### config.mk
export PLATFORM = sky130hd
export DESIGN_NAME = load_cell_adc_serial_reader_core_flat
export DESIGN_NICKNAME = d
export VERILOG_FILES = /design/src/rtl/lcasr_pkg.sv /design/src/rtl/lcasr_intf.sv /design/src/rtl/load_cell_adc_serial_reader_core.sv /design/src/flat_wrapper.sv
export VERILOG_INCLUDE_DIRS = /design/src /design/src/rtl
export SDC_FILE = /design/constraint.sdc
export NUM_CORES = 2
export LEC_CHECK = 0
export ABC_AREA = 1
export CORE_ASPECT_RATIO = 1.4
export CORE_MARGIN = 3
export CORE_UTILIZATION = 65
export CTS_BUF_LIST = sky130_fd_sc_hd__clkbuf_8
export DETAILED_ROUTE_END_ITERATION = 10
export DONT_BUFFER_PORTS = 1
export GPL_TIMING_DRIVEN = 1
export PLACE_DENSITY = 0.81
export SYNTH_ARGS = -nofsm -noshare
export SYNTH_HDL_FRONTEND = slang
export SYNTH_SLANG_ARGS = --single-unit
export TNS_END_PERCENT = 1
### constraint.sdc
create_clock -name clock -period 8.08 [get_ports clock]
set_input_delay 0.808 -clock clock [delete_from_list [all_inputs] [get_ports clock]]
set_output_delay 0.808 -clock clock [all_outputs]
set_load 0.005 [all_outputs]
### src/rtl/load_cell_adc_serial_reader_core_defines.svh
// ----------------------------------------------------------------------------
// load_cell_adc_serial_reader_core_defines
// assertion macros for the load cell converter reader
// ----------------------------------------------------------------------------
`ifndef LOAD_CELL_ADC_SERIAL_READER_CORE_DEFINES_SVH
`define LOAD_CELL_ADC_SERIAL_READER_CORE_DEFINES_SVH

// check held outside reset
`define LCASR_ASSERT(lbl, prop, msg) \
   lbl: assert property (@(posedge clock) disable iff (reset) prop) else $error(msg);

// check that also holds during reset
`define LCASR_ASSERT_ALWAYS(lbl, prop, msg) \
   lbl: assert property (@(posedge clock) prop) else $error(msg);

`endif

### src/rtl/lcasr_pkg.sv
// ----------------------------------------------------------------------------
// lcasr_pkg
// shared widths, codes and types of the load cell converter reader
// ----------------------------------------------------------------------------
package lcasr_pkg;

   localparam int KEPT_BITS_DEFAULT = 17;
   localparam int CSR_INDEX_W       = 2;
   localparam int DATA_W            = 32;
   localparam int DATA_PULSES       = 25;
   localparam logic [DATA_W-1:0] ALL_ONES = '1;

   // commands
   typedef enum logic [1:0] {
      CMD_TICK  = 2'd0,
      CMD_START = 2'd1,
      CMD_PDOWN = 2'd2,
      CMD_SPARE = 2'd3
   } cmd_type;

   // gain codes
   typedef enum logic [1:0] {
      GAIN_A128  = 2'd0,
      GAIN_B32   = 2'd1,
      GAIN_A64   = 2'd2,
      GAIN_SPARE = 2'd3
   } gain_type;

   // register indexes
   typedef enum logic [CSR_INDEX_W-1:0] {
      REG_OFFSET_A = 2'd0,
      REG_SCALE_A  = 2'd1,
      REG_OFFSET_B = 2'd2,
      REG_SCALE_B  = 2'd3
   } reg_index_type;

   // first stage of the result pipe, before the scale multiply
   typedef struct packed {
      logic              sck;
      logic              busy_res;
      logic              result_valid;
      logic              reading_channel;
      logic              calibrated;
      logic [DATA_W-1:0] diff;
      logic [DATA_W-1:0] scale;
      logic [DATA_W-1:0] shifted;
   } stage_type;

endpackage

### src/rtl/lcasr_intf.sv
// ----------------------------------------------------------------------------
// lcasr_intf
// tick, result and register write channels of the load cell converter reader
// ----------------------------------------------------------------------------
interface lcasr_req_if;
   logic       valid;
   logic       ready;
   logic [1:0] cmd;
   logic [1:0] next_gain;
   logic       dout;

   modport source (output valid, output cmd, output next_gain, output dout, input ready);
   modport sink   (input valid, input cmd, input next_gain, input dout, output ready);
endinterface

interface lcasr_rsp_if;
   logic        valid;
   logic        ready;
   logic        sck;
   logic        busy_res;
   logic        result_valid;
   logic [31:0] reading;
   logic        reading_channel;

   modport source (output valid, output sck, output busy_res, output result_valid,
                   output reading, output reading_channel, input ready);
   modport sink   (input valid, input sck, input busy_res, input result_valid,
                   input reading, input reading_channel, output ready);
endinterface

interface lcasr_csr_if;
   logic        valid;
   logic        ready;
   logic [1:0]  index;
   logic [31:0] data;

   modport source (output valid, output index, output data, input ready);
   modport sink   (input valid, input index, input data, output ready);
endinterface

### src/rtl/load_cell_adc_serial_reader_core.sv
// ----------------------------------------------------------------------------
// load_cell_adc_serial_reader_core
// two-wire readout of a 24-bit bridge converter with offset and scale
// ----------------------------------------------------------------------------
// Usage:
//   req carries one half-period tick of the converter clock per word: a
//   command, the gain wanted for the next conversion and the data pin level.
//   rsp returns exactly one word per tick: the clock level to drive, busy,
//   and on the tick that ends the last gain pulse a finished reading.
//   csr writes offset_a, scale_a, offset_b, scale_b (index 0 to 3), always ready;
//   the user must see it is written only while the block is idle; nothing enforces it.
// Throughput: one tick per cycle while req.ready stays high; sequencing state
//   updates when the tick is taken, so back to back ticks need no gaps.
// Pipe: a taken tick is registered in the stage register, then in the output
//   register that drives rsp: one stage for the sequencer and offset subtract,
//   one for the 32x32 scale multiply.
// Reset: calibration registers go to all ones (uncalibrated), the sequencer
//   powers down with the clock high and gain A128, the pipe empties.
// Stall: while rsp.ready is low the output register holds its word, the
//   stage before it fills, and then req.ready drops until space frees up.
// ----------------------------------------------------------------------------
module load_cell_adc_serial_reader_core
   import lcasr_pkg::*;
#(
   parameter int KEPT_BITS = KEPT_BITS_DEFAULT
) (
   input  logic         clock,
   input  logic         reset,
   lcasr_req_if.sink    req,
   lcasr_rsp_if.source  rsp,
   lcasr_csr_if.sink    csr
);

`include "load_cell_adc_serial_reader_core_defines.svh"

   localparam int RAW_W = KEPT_BITS + 2;
   localparam logic [4:0] PULSE_END = 5'(DATA_PULSES);

   typedef enum logic [2:0] {
      ST_PDOWN = 3'd0,
      ST_IDLE  = 3'd1,
      ST_WAIT  = 3'd2,
      ST_READ  = 3'd3,
      ST_GAIN  = 3'd4
   } mode_type;

   // calibration registers
   logic [DATA_W-1:0] offset_a_ff, scale_a_ff, offset_b_ff, scale_b_ff;

   // sequencer state
   mode_type         mode_ff, mode_in;
   logic [RAW_W-1:0] raw_bits_ff, raw_bits_in;
   logic [4:0]       pulse_count_ff, pulse_count_in;
   logic             clock_phase_ff, clock_phase_in;
   logic [1:0]       accuracy_ff, accuracy_in;
   logic             channel_ff, channel_in;
   logic [1:0]       pending_gain_ff, pending_gain_in;

   // pipe
   stage_type         stage_ff, stage_in;
   logic              stage_vld_ff;
   logic              out_vld_ff;
   logic              out_sck_ff, out_busy_ff, out_valid_ff, out_chan_ff;
   logic [DATA_W-1:0] out_reading_ff, out_reading_in;
   logic [DATA_W-1:0] product;
   logic              advance;
   logic              take;

   // check terms
   logic              stalled;
   logic              gain_count_ok;

   // handshakes
   assign advance   = !out_vld_ff || rsp.ready;
   assign req.ready = !stage_vld_ff || advance;
   assign take      = req.valid && req.ready;
   assign csr.ready = 1'b1;

   // register writes
   always_ff @(posedge clock) begin
      if (reset) begin
         offset_a_ff <= ALL_ONES;
         scale_a_ff  <= ALL_ONES;
         offset_b_ff <= ALL_ONES;
         scale_b_ff  <= ALL_ONES;
      end else if (csr.valid) begin
         case (reg_index_type'(csr.index))
            REG_OFFSET_A: offset_a_ff <= csr.data;
            REG_SCALE_A:  scale_a_ff  <= csr.data;
            REG_OFFSET_B: offset_b_ff <= csr.data;
            REG_SCALE_B:  scale_b_ff  <= csr.data;
            default: ;
         endcase
      end
   end

   // sequencer next state and first stage word
   always_comb begin
      logic             fin;
      logic [DATA_W-1:0] off;
      logic [DATA_W-1:0] scl;
      logic [5:0]       bit_limit;
      fin             = 1'b0;
      mode_in         = mode_ff;
      raw_bits_in     = raw_bits_ff;
      pulse_count_in  = pulse_count_ff;
      clock_phase_in  = clock_phase_ff;
      accuracy_in     = accuracy_ff;
      channel_in      = channel_ff;
      pending_gain_in = pending_gain_ff;
      stage_in        = '0;
      bit_limit       = 6'(KEPT_BITS) + {4'd0, accuracy_ff};

      case (mode_ff)
         ST_IDLE, ST_PDOWN: begin
            if (cmd_type'(req.cmd) == CMD_START) begin
               mode_in           = ST_WAIT;
               stage_in.busy_res = 1'b1;
            end else if (cmd_type'(req.cmd) == CMD_PDOWN || mode_ff == ST_PDOWN) begin
               mode_in      = ST_PDOWN;
               accuracy_in  = 2'd0;
               channel_in   = 1'b0;
               stage_in.sck = 1'b1;
            end
         end
         ST_WAIT: begin
            stage_in.busy_res = 1'b1;
            if (!req.dout) begin
               mode_in        = ST_READ;
               raw_bits_in    = '0;
               pulse_count_in = '0;
               clock_phase_in = 1'b0;
            end
         end
         ST_READ: begin
            stage_in.busy_res = 1'b1;
            if (!clock_phase_ff) begin
               stage_in.sck = 1'b1;
               // sample while data bits remain, first bit inverted
               if ({1'b0, pulse_count_ff} < bit_limit) begin
                  raw_bits_in = {raw_bits_ff[RAW_W-2:0],
                                 req.dout ^ (pulse_count_ff == 5'd0)};
               end
               clock_phase_in = 1'b1;
            end else begin
               clock_phase_in = 1'b0;
               pulse_count_in = pulse_count_ff + 5'd1;
               if (pulse_count_in >= 5'(DATA_PULSES)) begin
                  pending_gain_in = (gain_type'(req.next_gain) == GAIN_SPARE) ?
                                    2'd0 : req.next_gain;
                  pulse_count_in  = '0;
                  mode_in         = ST_GAIN;
               end
            end
         end
         ST_GAIN: begin
            stage_in.busy_res = 1'b1;
            if (!clock_phase_ff) begin
               stage_in.sck   = 1'b1;
               clock_phase_in = 1'b1;
            end else begin
               clock_phase_in = 1'b0;
               pulse_count_in = pulse_count_ff + 5'd1;
               if (pulse_count_in >= {3'd0, pending_gain_ff} + 5'd1) begin
                  fin            = 1'b1;
                  pulse_count_in = '0;
                  mode_in        = ST_IDLE;
                  // gain map for the next conversion
                  case (gain_type'(pending_gain_ff))
                     GAIN_B32: begin
                        accuracy_in = 2'd2;
                        channel_in  = 1'b1;
                     end
                     GAIN_A64: begin
                        accuracy_in = 2'd1;
                        channel_in  = 1'b0;
                     end
                     default: begin
                        accuracy_in = 2'd0;
                        channel_in  = 1'b0;
                     end
                  endcase
               end
            end
         end
         default: begin
            mode_in      = ST_PDOWN;
            stage_in.sck = 1'b1;
         end
      endcase

      // reading operands use the channel and accuracy of this read
      off = channel_ff ? offset_b_ff : offset_a_ff;
      scl = channel_ff ? scale_b_ff : scale_a_ff;
      if (fin) begin
         stage_in.busy_res        = 1'b0;
         stage_in.result_valid    = 1'b1;
         stage_in.reading_channel = channel_ff;
         stage_in.calibrated      = (off != ALL_ONES) && (scl != ALL_ONES);
         stage_in.diff            = DATA_W'(raw_bits_ff) - (off << accuracy_ff);
         stage_in.scale           = scl;
         stage_in.shifted         = DATA_W'(raw_bits_ff) >> ({1'b0, accuracy_ff} + 3'd3);
      end
   end

   // scale multiply, low word only
   assign product = DATA_W'(stage_ff.diff * stage_ff.scale);

   always_comb begin
      out_reading_in = '0;
      if (stage_ff.result_valid) begin
         out_reading_in = stage_ff.calibrated ? (product >> 8) : stage_ff.shifted;
      end
   end

   // sequencer state
   always_ff @(posedge clock) begin
      if (reset) begin
         mode_ff         <= ST_PDOWN;
         raw_bits_ff     <= '0;
         pulse_count_ff  <= '0;
         clock_phase_ff  <= 1'b0;
         accuracy_ff     <= 2'd0;
         channel_ff      <= 1'b0;
         pending_gain_ff <= 2'd0;
      end else if (take) begin
         mode_ff         <= mode_in;
         raw_bits_ff     <= raw_bits_in;
         pulse_count_ff  <= pulse_count_in;
         clock_phase_ff  <= clock_phase_in;
         accuracy_ff     <= accuracy_in;
         channel_ff      <= channel_in;
         pending_gain_ff <= pending_gain_in;
      end
   end

   // pipe valid bits
   always_ff @(posedge clock) begin
      if (reset) begin
         stage_vld_ff <= 1'b0;
         out_vld_ff   <= 1'b0;
      end else begin
         if (take) begin
            stage_vld_ff <= 1'b1;
         end else if (advance) begin
            stage_vld_ff <= 1'b0;
         end
         if (advance) begin
            out_vld_ff <= stage_vld_ff;
         end
      end
   end

   // pipe payload
   always_ff @(posedge clock) begin
      if (take) begin
         stage_ff <= stage_in;
      end
      if (advance && stage_vld_ff) begin
         out_sck_ff     <= stage_ff.sck;
         out_busy_ff    <= stage_ff.busy_res;
         out_valid_ff   <= stage_ff.result_valid;
         out_chan_ff    <= stage_ff.reading_channel;
         out_reading_ff <= out_reading_in;
      end
   end

   assign rsp.valid           = out_vld_ff;
   assign rsp.sck             = out_sck_ff;
   assign rsp.busy_res        = out_busy_ff;
   assign rsp.result_valid    = out_valid_ff;
   assign rsp.reading         = out_reading_ff;
   assign rsp.reading_channel = out_chan_ff;

   // checks
   assign stalled       = stage_vld_ff && !advance;
   assign gain_count_ok = pulse_count_ff <= 5'(pending_gain_ff);

   `LCASR_ASSERT(a_read_count, mode_ff == ST_READ |-> pulse_count_ff < PULSE_END, "read overrun")
   `LCASR_ASSERT(a_gain_count, mode_ff == ST_GAIN |-> gain_count_ok, "gain overrun")
   `LCASR_ASSERT(a_stage_hold, stalled |=> stage_vld_ff && $stable(stage_ff), "stage lost word")
   `LCASR_ASSERT_ALWAYS(a_ready_empty, !stage_vld_ff |-> req.ready, "empty stage refused a tick")

endmodule
### src/flat_wrapper.sv
// flat-port wrapper written by rule: the top's interface ports become plain ports
module load_cell_adc_serial_reader_core_flat import lcasr_pkg::*;
#(
   parameter int KEPT_BITS = KEPT_BITS_DEFAULT
)
  (clock, reset, req_valid, req_cmd, req_next_gain, req_dout, req_ready, rsp_valid, rsp_sck, rsp_busy_res, rsp_result_valid, rsp_reading, rsp_reading_channel, rsp_ready, csr_valid, csr_index, csr_data, csr_ready);
  lcasr_req_if req_i ();
  lcasr_rsp_if rsp_i ();
  lcasr_csr_if csr_i ();
  input  logic clock;
  input  logic reset;
  input wire logic [$bits(req_i.valid)-1:0] req_valid;
  input wire logic [$bits(req_i.cmd)-1:0] req_cmd;
  input wire logic [$bits(req_i.next_gain)-1:0] req_next_gain;
  input wire logic [$bits(req_i.dout)-1:0] req_dout;
  output wire logic [$bits(req_i.ready)-1:0] req_ready;
  output wire logic [$bits(rsp_i.valid)-1:0] rsp_valid;
  output wire logic [$bits(rsp_i.sck)-1:0] rsp_sck;
  output wire logic [$bits(rsp_i.busy_res)-1:0] rsp_busy_res;
  output wire logic [$bits(rsp_i.result_valid)-1:0] rsp_result_valid;
  output wire logic [$bits(rsp_i.reading)-1:0] rsp_reading;
  output wire logic [$bits(rsp_i.reading_channel)-1:0] rsp_reading_channel;
  input wire logic [$bits(rsp_i.ready)-1:0] rsp_ready;
  input wire logic [$bits(csr_i.valid)-1:0] csr_valid;
  input wire logic [$bits(csr_i.index)-1:0] csr_index;
  input wire logic [$bits(csr_i.data)-1:0] csr_data;
  output wire logic [$bits(csr_i.ready)-1:0] csr_ready;
  assign req_i.valid = req_valid;
  assign req_i.cmd = req_cmd;
  assign req_i.next_gain = req_next_gain;
  assign req_i.dout = req_dout;
  assign req_ready = req_i.ready;
  assign rsp_valid = rsp_i.valid;
  assign rsp_sck = rsp_i.sck;
  assign rsp_busy_res = rsp_i.busy_res;
  assign rsp_result_valid = rsp_i.result_valid;
  assign rsp_reading = rsp_i.reading;
  assign rsp_reading_channel = rsp_i.reading_channel;
  assign rsp_i.ready = rsp_ready;
  assign csr_i.valid = csr_valid;
  assign csr_i.index = csr_index;
  assign csr_i.data = csr_data;
  assign csr_ready = csr_i.ready;
  load_cell_adc_serial_reader_core #(.KEPT_BITS(KEPT_BITS)) u_core (.clock(clock), .reset(reset), .req(req_i), .rsp(rsp_i), .csr(csr_i));
endmodule
==> summary.md <==
| Metric | Value |
|---|---|
| Status | complete, no violations |
| First-pass GRT wire length | 125000 µm |
| Total GRT Usage | 32.0% |
| Max Used Layer | met4 |
| CTS clk-pin slew, worst paths | 0.07 ns |
| Warnings, synthesis | 0 |
| Max-cap violations | 0 |
| Synth unique cells | 54 |
| Mean post-synth cell area | about 7.6 µm² |
| Fin crit period | 7.41 ns |
| Worst EP arrival | 7.75 ns |
| Most frequent cells in the layout | 1138 x nand2_1, 893 x inv_1, 408 x fa_1, 176 x nand3_1, 166 x o21ai_0 |
| IO buf count | 0 |
| Main area contributors after synthesis | fa_1 27%, nand2_1 14%, edfxtp_1 11% |
| Half-perimeter wire length after placement | slightly below 60000 µm |
| Clk Tree Root Cell | clkbuf_8 |
| Chip width | 188 µm |
| Inserted Clock Buffers | between 40 and 50 |
| Worst skew pair latency | around 0.61 ns |
| Core ar. | ~45000 µm² |
| Cell count after placement | roughly 4400 |
| # IOs | 83 |
| HP Class | input pin to flop |
| Initial antenna violation count | 1 |
| Fin crit share | 91.7% |
| Via count | around 25000 |
| Final setup fails | 0 |
| Most used flip-flop cell after synthesis | dfxtp_1 |
| H-tree depth | 2 |
| Metal-1 WL | 27000 µm |
| Most common cell after layout, fill and taps aside | nand2_1 |
| Crit Path Max Fanout | 16 |
| Die area | about 49000 µm² |
| Worst-margin pin slew | 1.31 ns |
| Final setup TNS | 0 ns |
| Sequential area share after synthesis | 22.1% |
| Largest net degree at the start of global routing | around 90 |
| # fillers | slightly below 4000 |
| Die Height | 260 µm |
| Max IR drop VDD | between 300 and 400 µV |
| Power Dens Cells | 255 nW/µm² |
| Wire length per cell | between 15 and 20 µm |
| Worst Setup Path Type | flop to flop |
| Pins Over Slew Limit | 0 |
| Hold Vio Cnt, Final | 0 |
| Most frequent CP cell | fa_1 |
| Wire length on met3 | 5360 µm |
| Final core utilization | 68.8% |
| # DRC | 0 |
| Design Area, Final | 31200 µm² |
| Top cell type's share of synthesized area | ~27% |
| Row count | 92 |
| P_leak | 17.2 nW |
| Async SR Flop Fraction | 0% |
| DRT antenna net count | 0 |
| RSZ-0062 raised after global routing | false |
| Layout Cells excl Fill | ~4500 |
| CTS tree | done |
| Synthesized flop and latch total | 276 |
| CP startpoint kind | flop |
| Pre-antenna DRT Iters | 7 |
| CP endpoint kind | flop |
| Clock sink total | 276 |
| FF/Latch Area | between 6000 and 7000 µm² |
| Setup WS post-layout | 0.671 ns |
| Area of the multi-input gates | 19200 µm² |
| Vias in the first global route | 25107 |
| Placer Congestion | 0.958 |
| R2R Path Start | u_core.stage_ff[72] |
| Crit path launch | u_core.stage_ff[72] |
| CTS Hold Buffers Added | 0 |
| Initial Util | around 66% |
| Leading area contributor after synthesis | fa_1 |
| Final wirelength | 76400 µm |
| Clock Tree Buf Depth | 3 |
| Share of cells above drive strength 1 | between 4 and 5% |
| Hold_ws | about 0.32 ns |
| Area delta synth->final | 3.79% |
| Cells after Synth | slightly below 4000 |
| Nets@finish | 4457 |
| Min-delay src | reset |
| FMAX | 135 MHz |
| Design Power | 7.96 mW |
| GR Overflow Total | 0 |
| Post-CTS setup buffer count | 0 |
| DRT iter0 DRCs | roughly 1800 |
| Number of flops mapped to enable cells by yosys | 113 |
| Mapped cell area | 30100 µm² |
| Dpl cell area | 30300 µm² |
| CP required | 8.42 ns |
| Worst Skew | 0.0524 ns |
| Post-cts resize count | 0 |
| Crit-path slowest cell | edfxtp_1 |
| CP peak stage delay | a little over 1 ns |
| Vias/cell | ~5.5 |
| Rel. slew slack | 12.7% |
| Dpl ws | 0.761 ns |
| DR WL met2 | 38400 µm |
## cells in the mapped netlist, types with 10 or more instances
| master | instances |
|---|---|
| a21oi_1 | 133 |
| a22oi_1 | 18 |
| buf_1 | 22 |
| buf_2 | 31 |
| buf_4 | 10 |
| clkbuf_1 | 129 |
| dfxtp_1 | 163 |
| edfxtp_1 | 113 |
| fa_1 | 408 |
| ha_1 | 151 |
| inv_1 | 890 |
| mux2i_1 | 15 |
| nand2_1 | 1138 |
| nand2_2 | 10 |
| nand3_1 | 176 |
| nand4_1 | 13 |
| nor2_1 | 163 |
| nor3_1 | 22 |
| nor4_1 | 15 |
| o211ai_1 | 10 |
| o21a_1 | 18 |
| o21ai_0 | 166 |
| o21ai_1 | 13 |
| o21ai_2 | 14 |
| xnor2_1 | 10 |
| xor2_1 | 18 |
## routing by layer
| metal | GRT usage, % | vias to the layer above |
|---|---|---|
| met1 | 36.5 | 11726 |
| met3 | 4.14 | 284 |
| met2 | 56.7 | 990 |
| li1 | - | 11675 |
| met5 | 0 | - |
| met4 | 20.6 | 0 |
## sequential cells by signal, summed over array words and instances, names as in the netlist, 2 cells and up
| signal | flops |
|---|---|
| u_core.scale_b_ff | 32 |
| u_core.scale_a_ff | 32 |
| u_core.pulse_count_ff | 5 |
| u_core.pending_gain_ff | 2 |
| u_core.stage_ff | 85 |
| u_core.accuracy_ff | 2 |
| u_core.mode_ff | 3 |
| u_core.raw_bits_ff | 19 |
| u_core.rsp.reading | 24 |
| u_core.offset_a_ff | 32 |
| u_core.offset_b_ff | 32 |
## critical path: cells and delay by family (launching register included)
family                     cells  cell delay [ns]
adders and majority gates      9             4.27
DFF                            1             1.03
buffers and inverters          6             0.40
and+or+nand+nor                8             1.14
AOI/OAI and AO/OA              3             0.32
## logic make-up (layout without fill, tap and decap cells)
group                    count (synthesis)  after routing  share of synthesized area [%]
adder cells (fa/ha/maj)                559            559                           33.5
multiplexers                            16             16                          0.545
buffers and inverters                 1096           1014                           14.0
flip-flops                             276            276                           22.1
AO/OA/AOI/OAI                          411            411                           7.75
XOR/XNOR                                28             28                          0.816
AND/OR/NAND/NOR                       1573           1573                           21.2
other                                    2             10                         0.0250
## cell type report
| type | count | area share, % |
|---|---|---|
| inverters | 900 | 10.8 |
| multi-input cells | 2596 | 61.7 |
| flip-flops and latches | 276 | 21.3 |
| clock buffers | 52 | 2.29 |
| well taps | 611 | 2.45 |
| diodes | 1 | 0.00802 |
| clock inverters | 23 | 0.469 |
| repair buffers | 39 | 0.938 |
## path summary, 6_finish.rpt
path / endpoint / slack [ns] / cells past startpoint
min: u_core.scale_b_ff[30] / 0.32 / 2
min reg2reg: u_core.rsp.reading_channel / 0.42 / 0
max reg2reg: u_core.rsp.reading[18] / 0.67 / 26
max: u_core.rsp.reading[18] / 0.67 / 26
## where the power goes
group	internal [mW]	total, mW	switching (mW)
Combinational	1.79	5.13	3.33
Clock	0.620	1.19	0.569
Sequential	1.55	1.64	0.0976
Total	3.96	7.96	4.00
(Power assumes the default switching activity.)
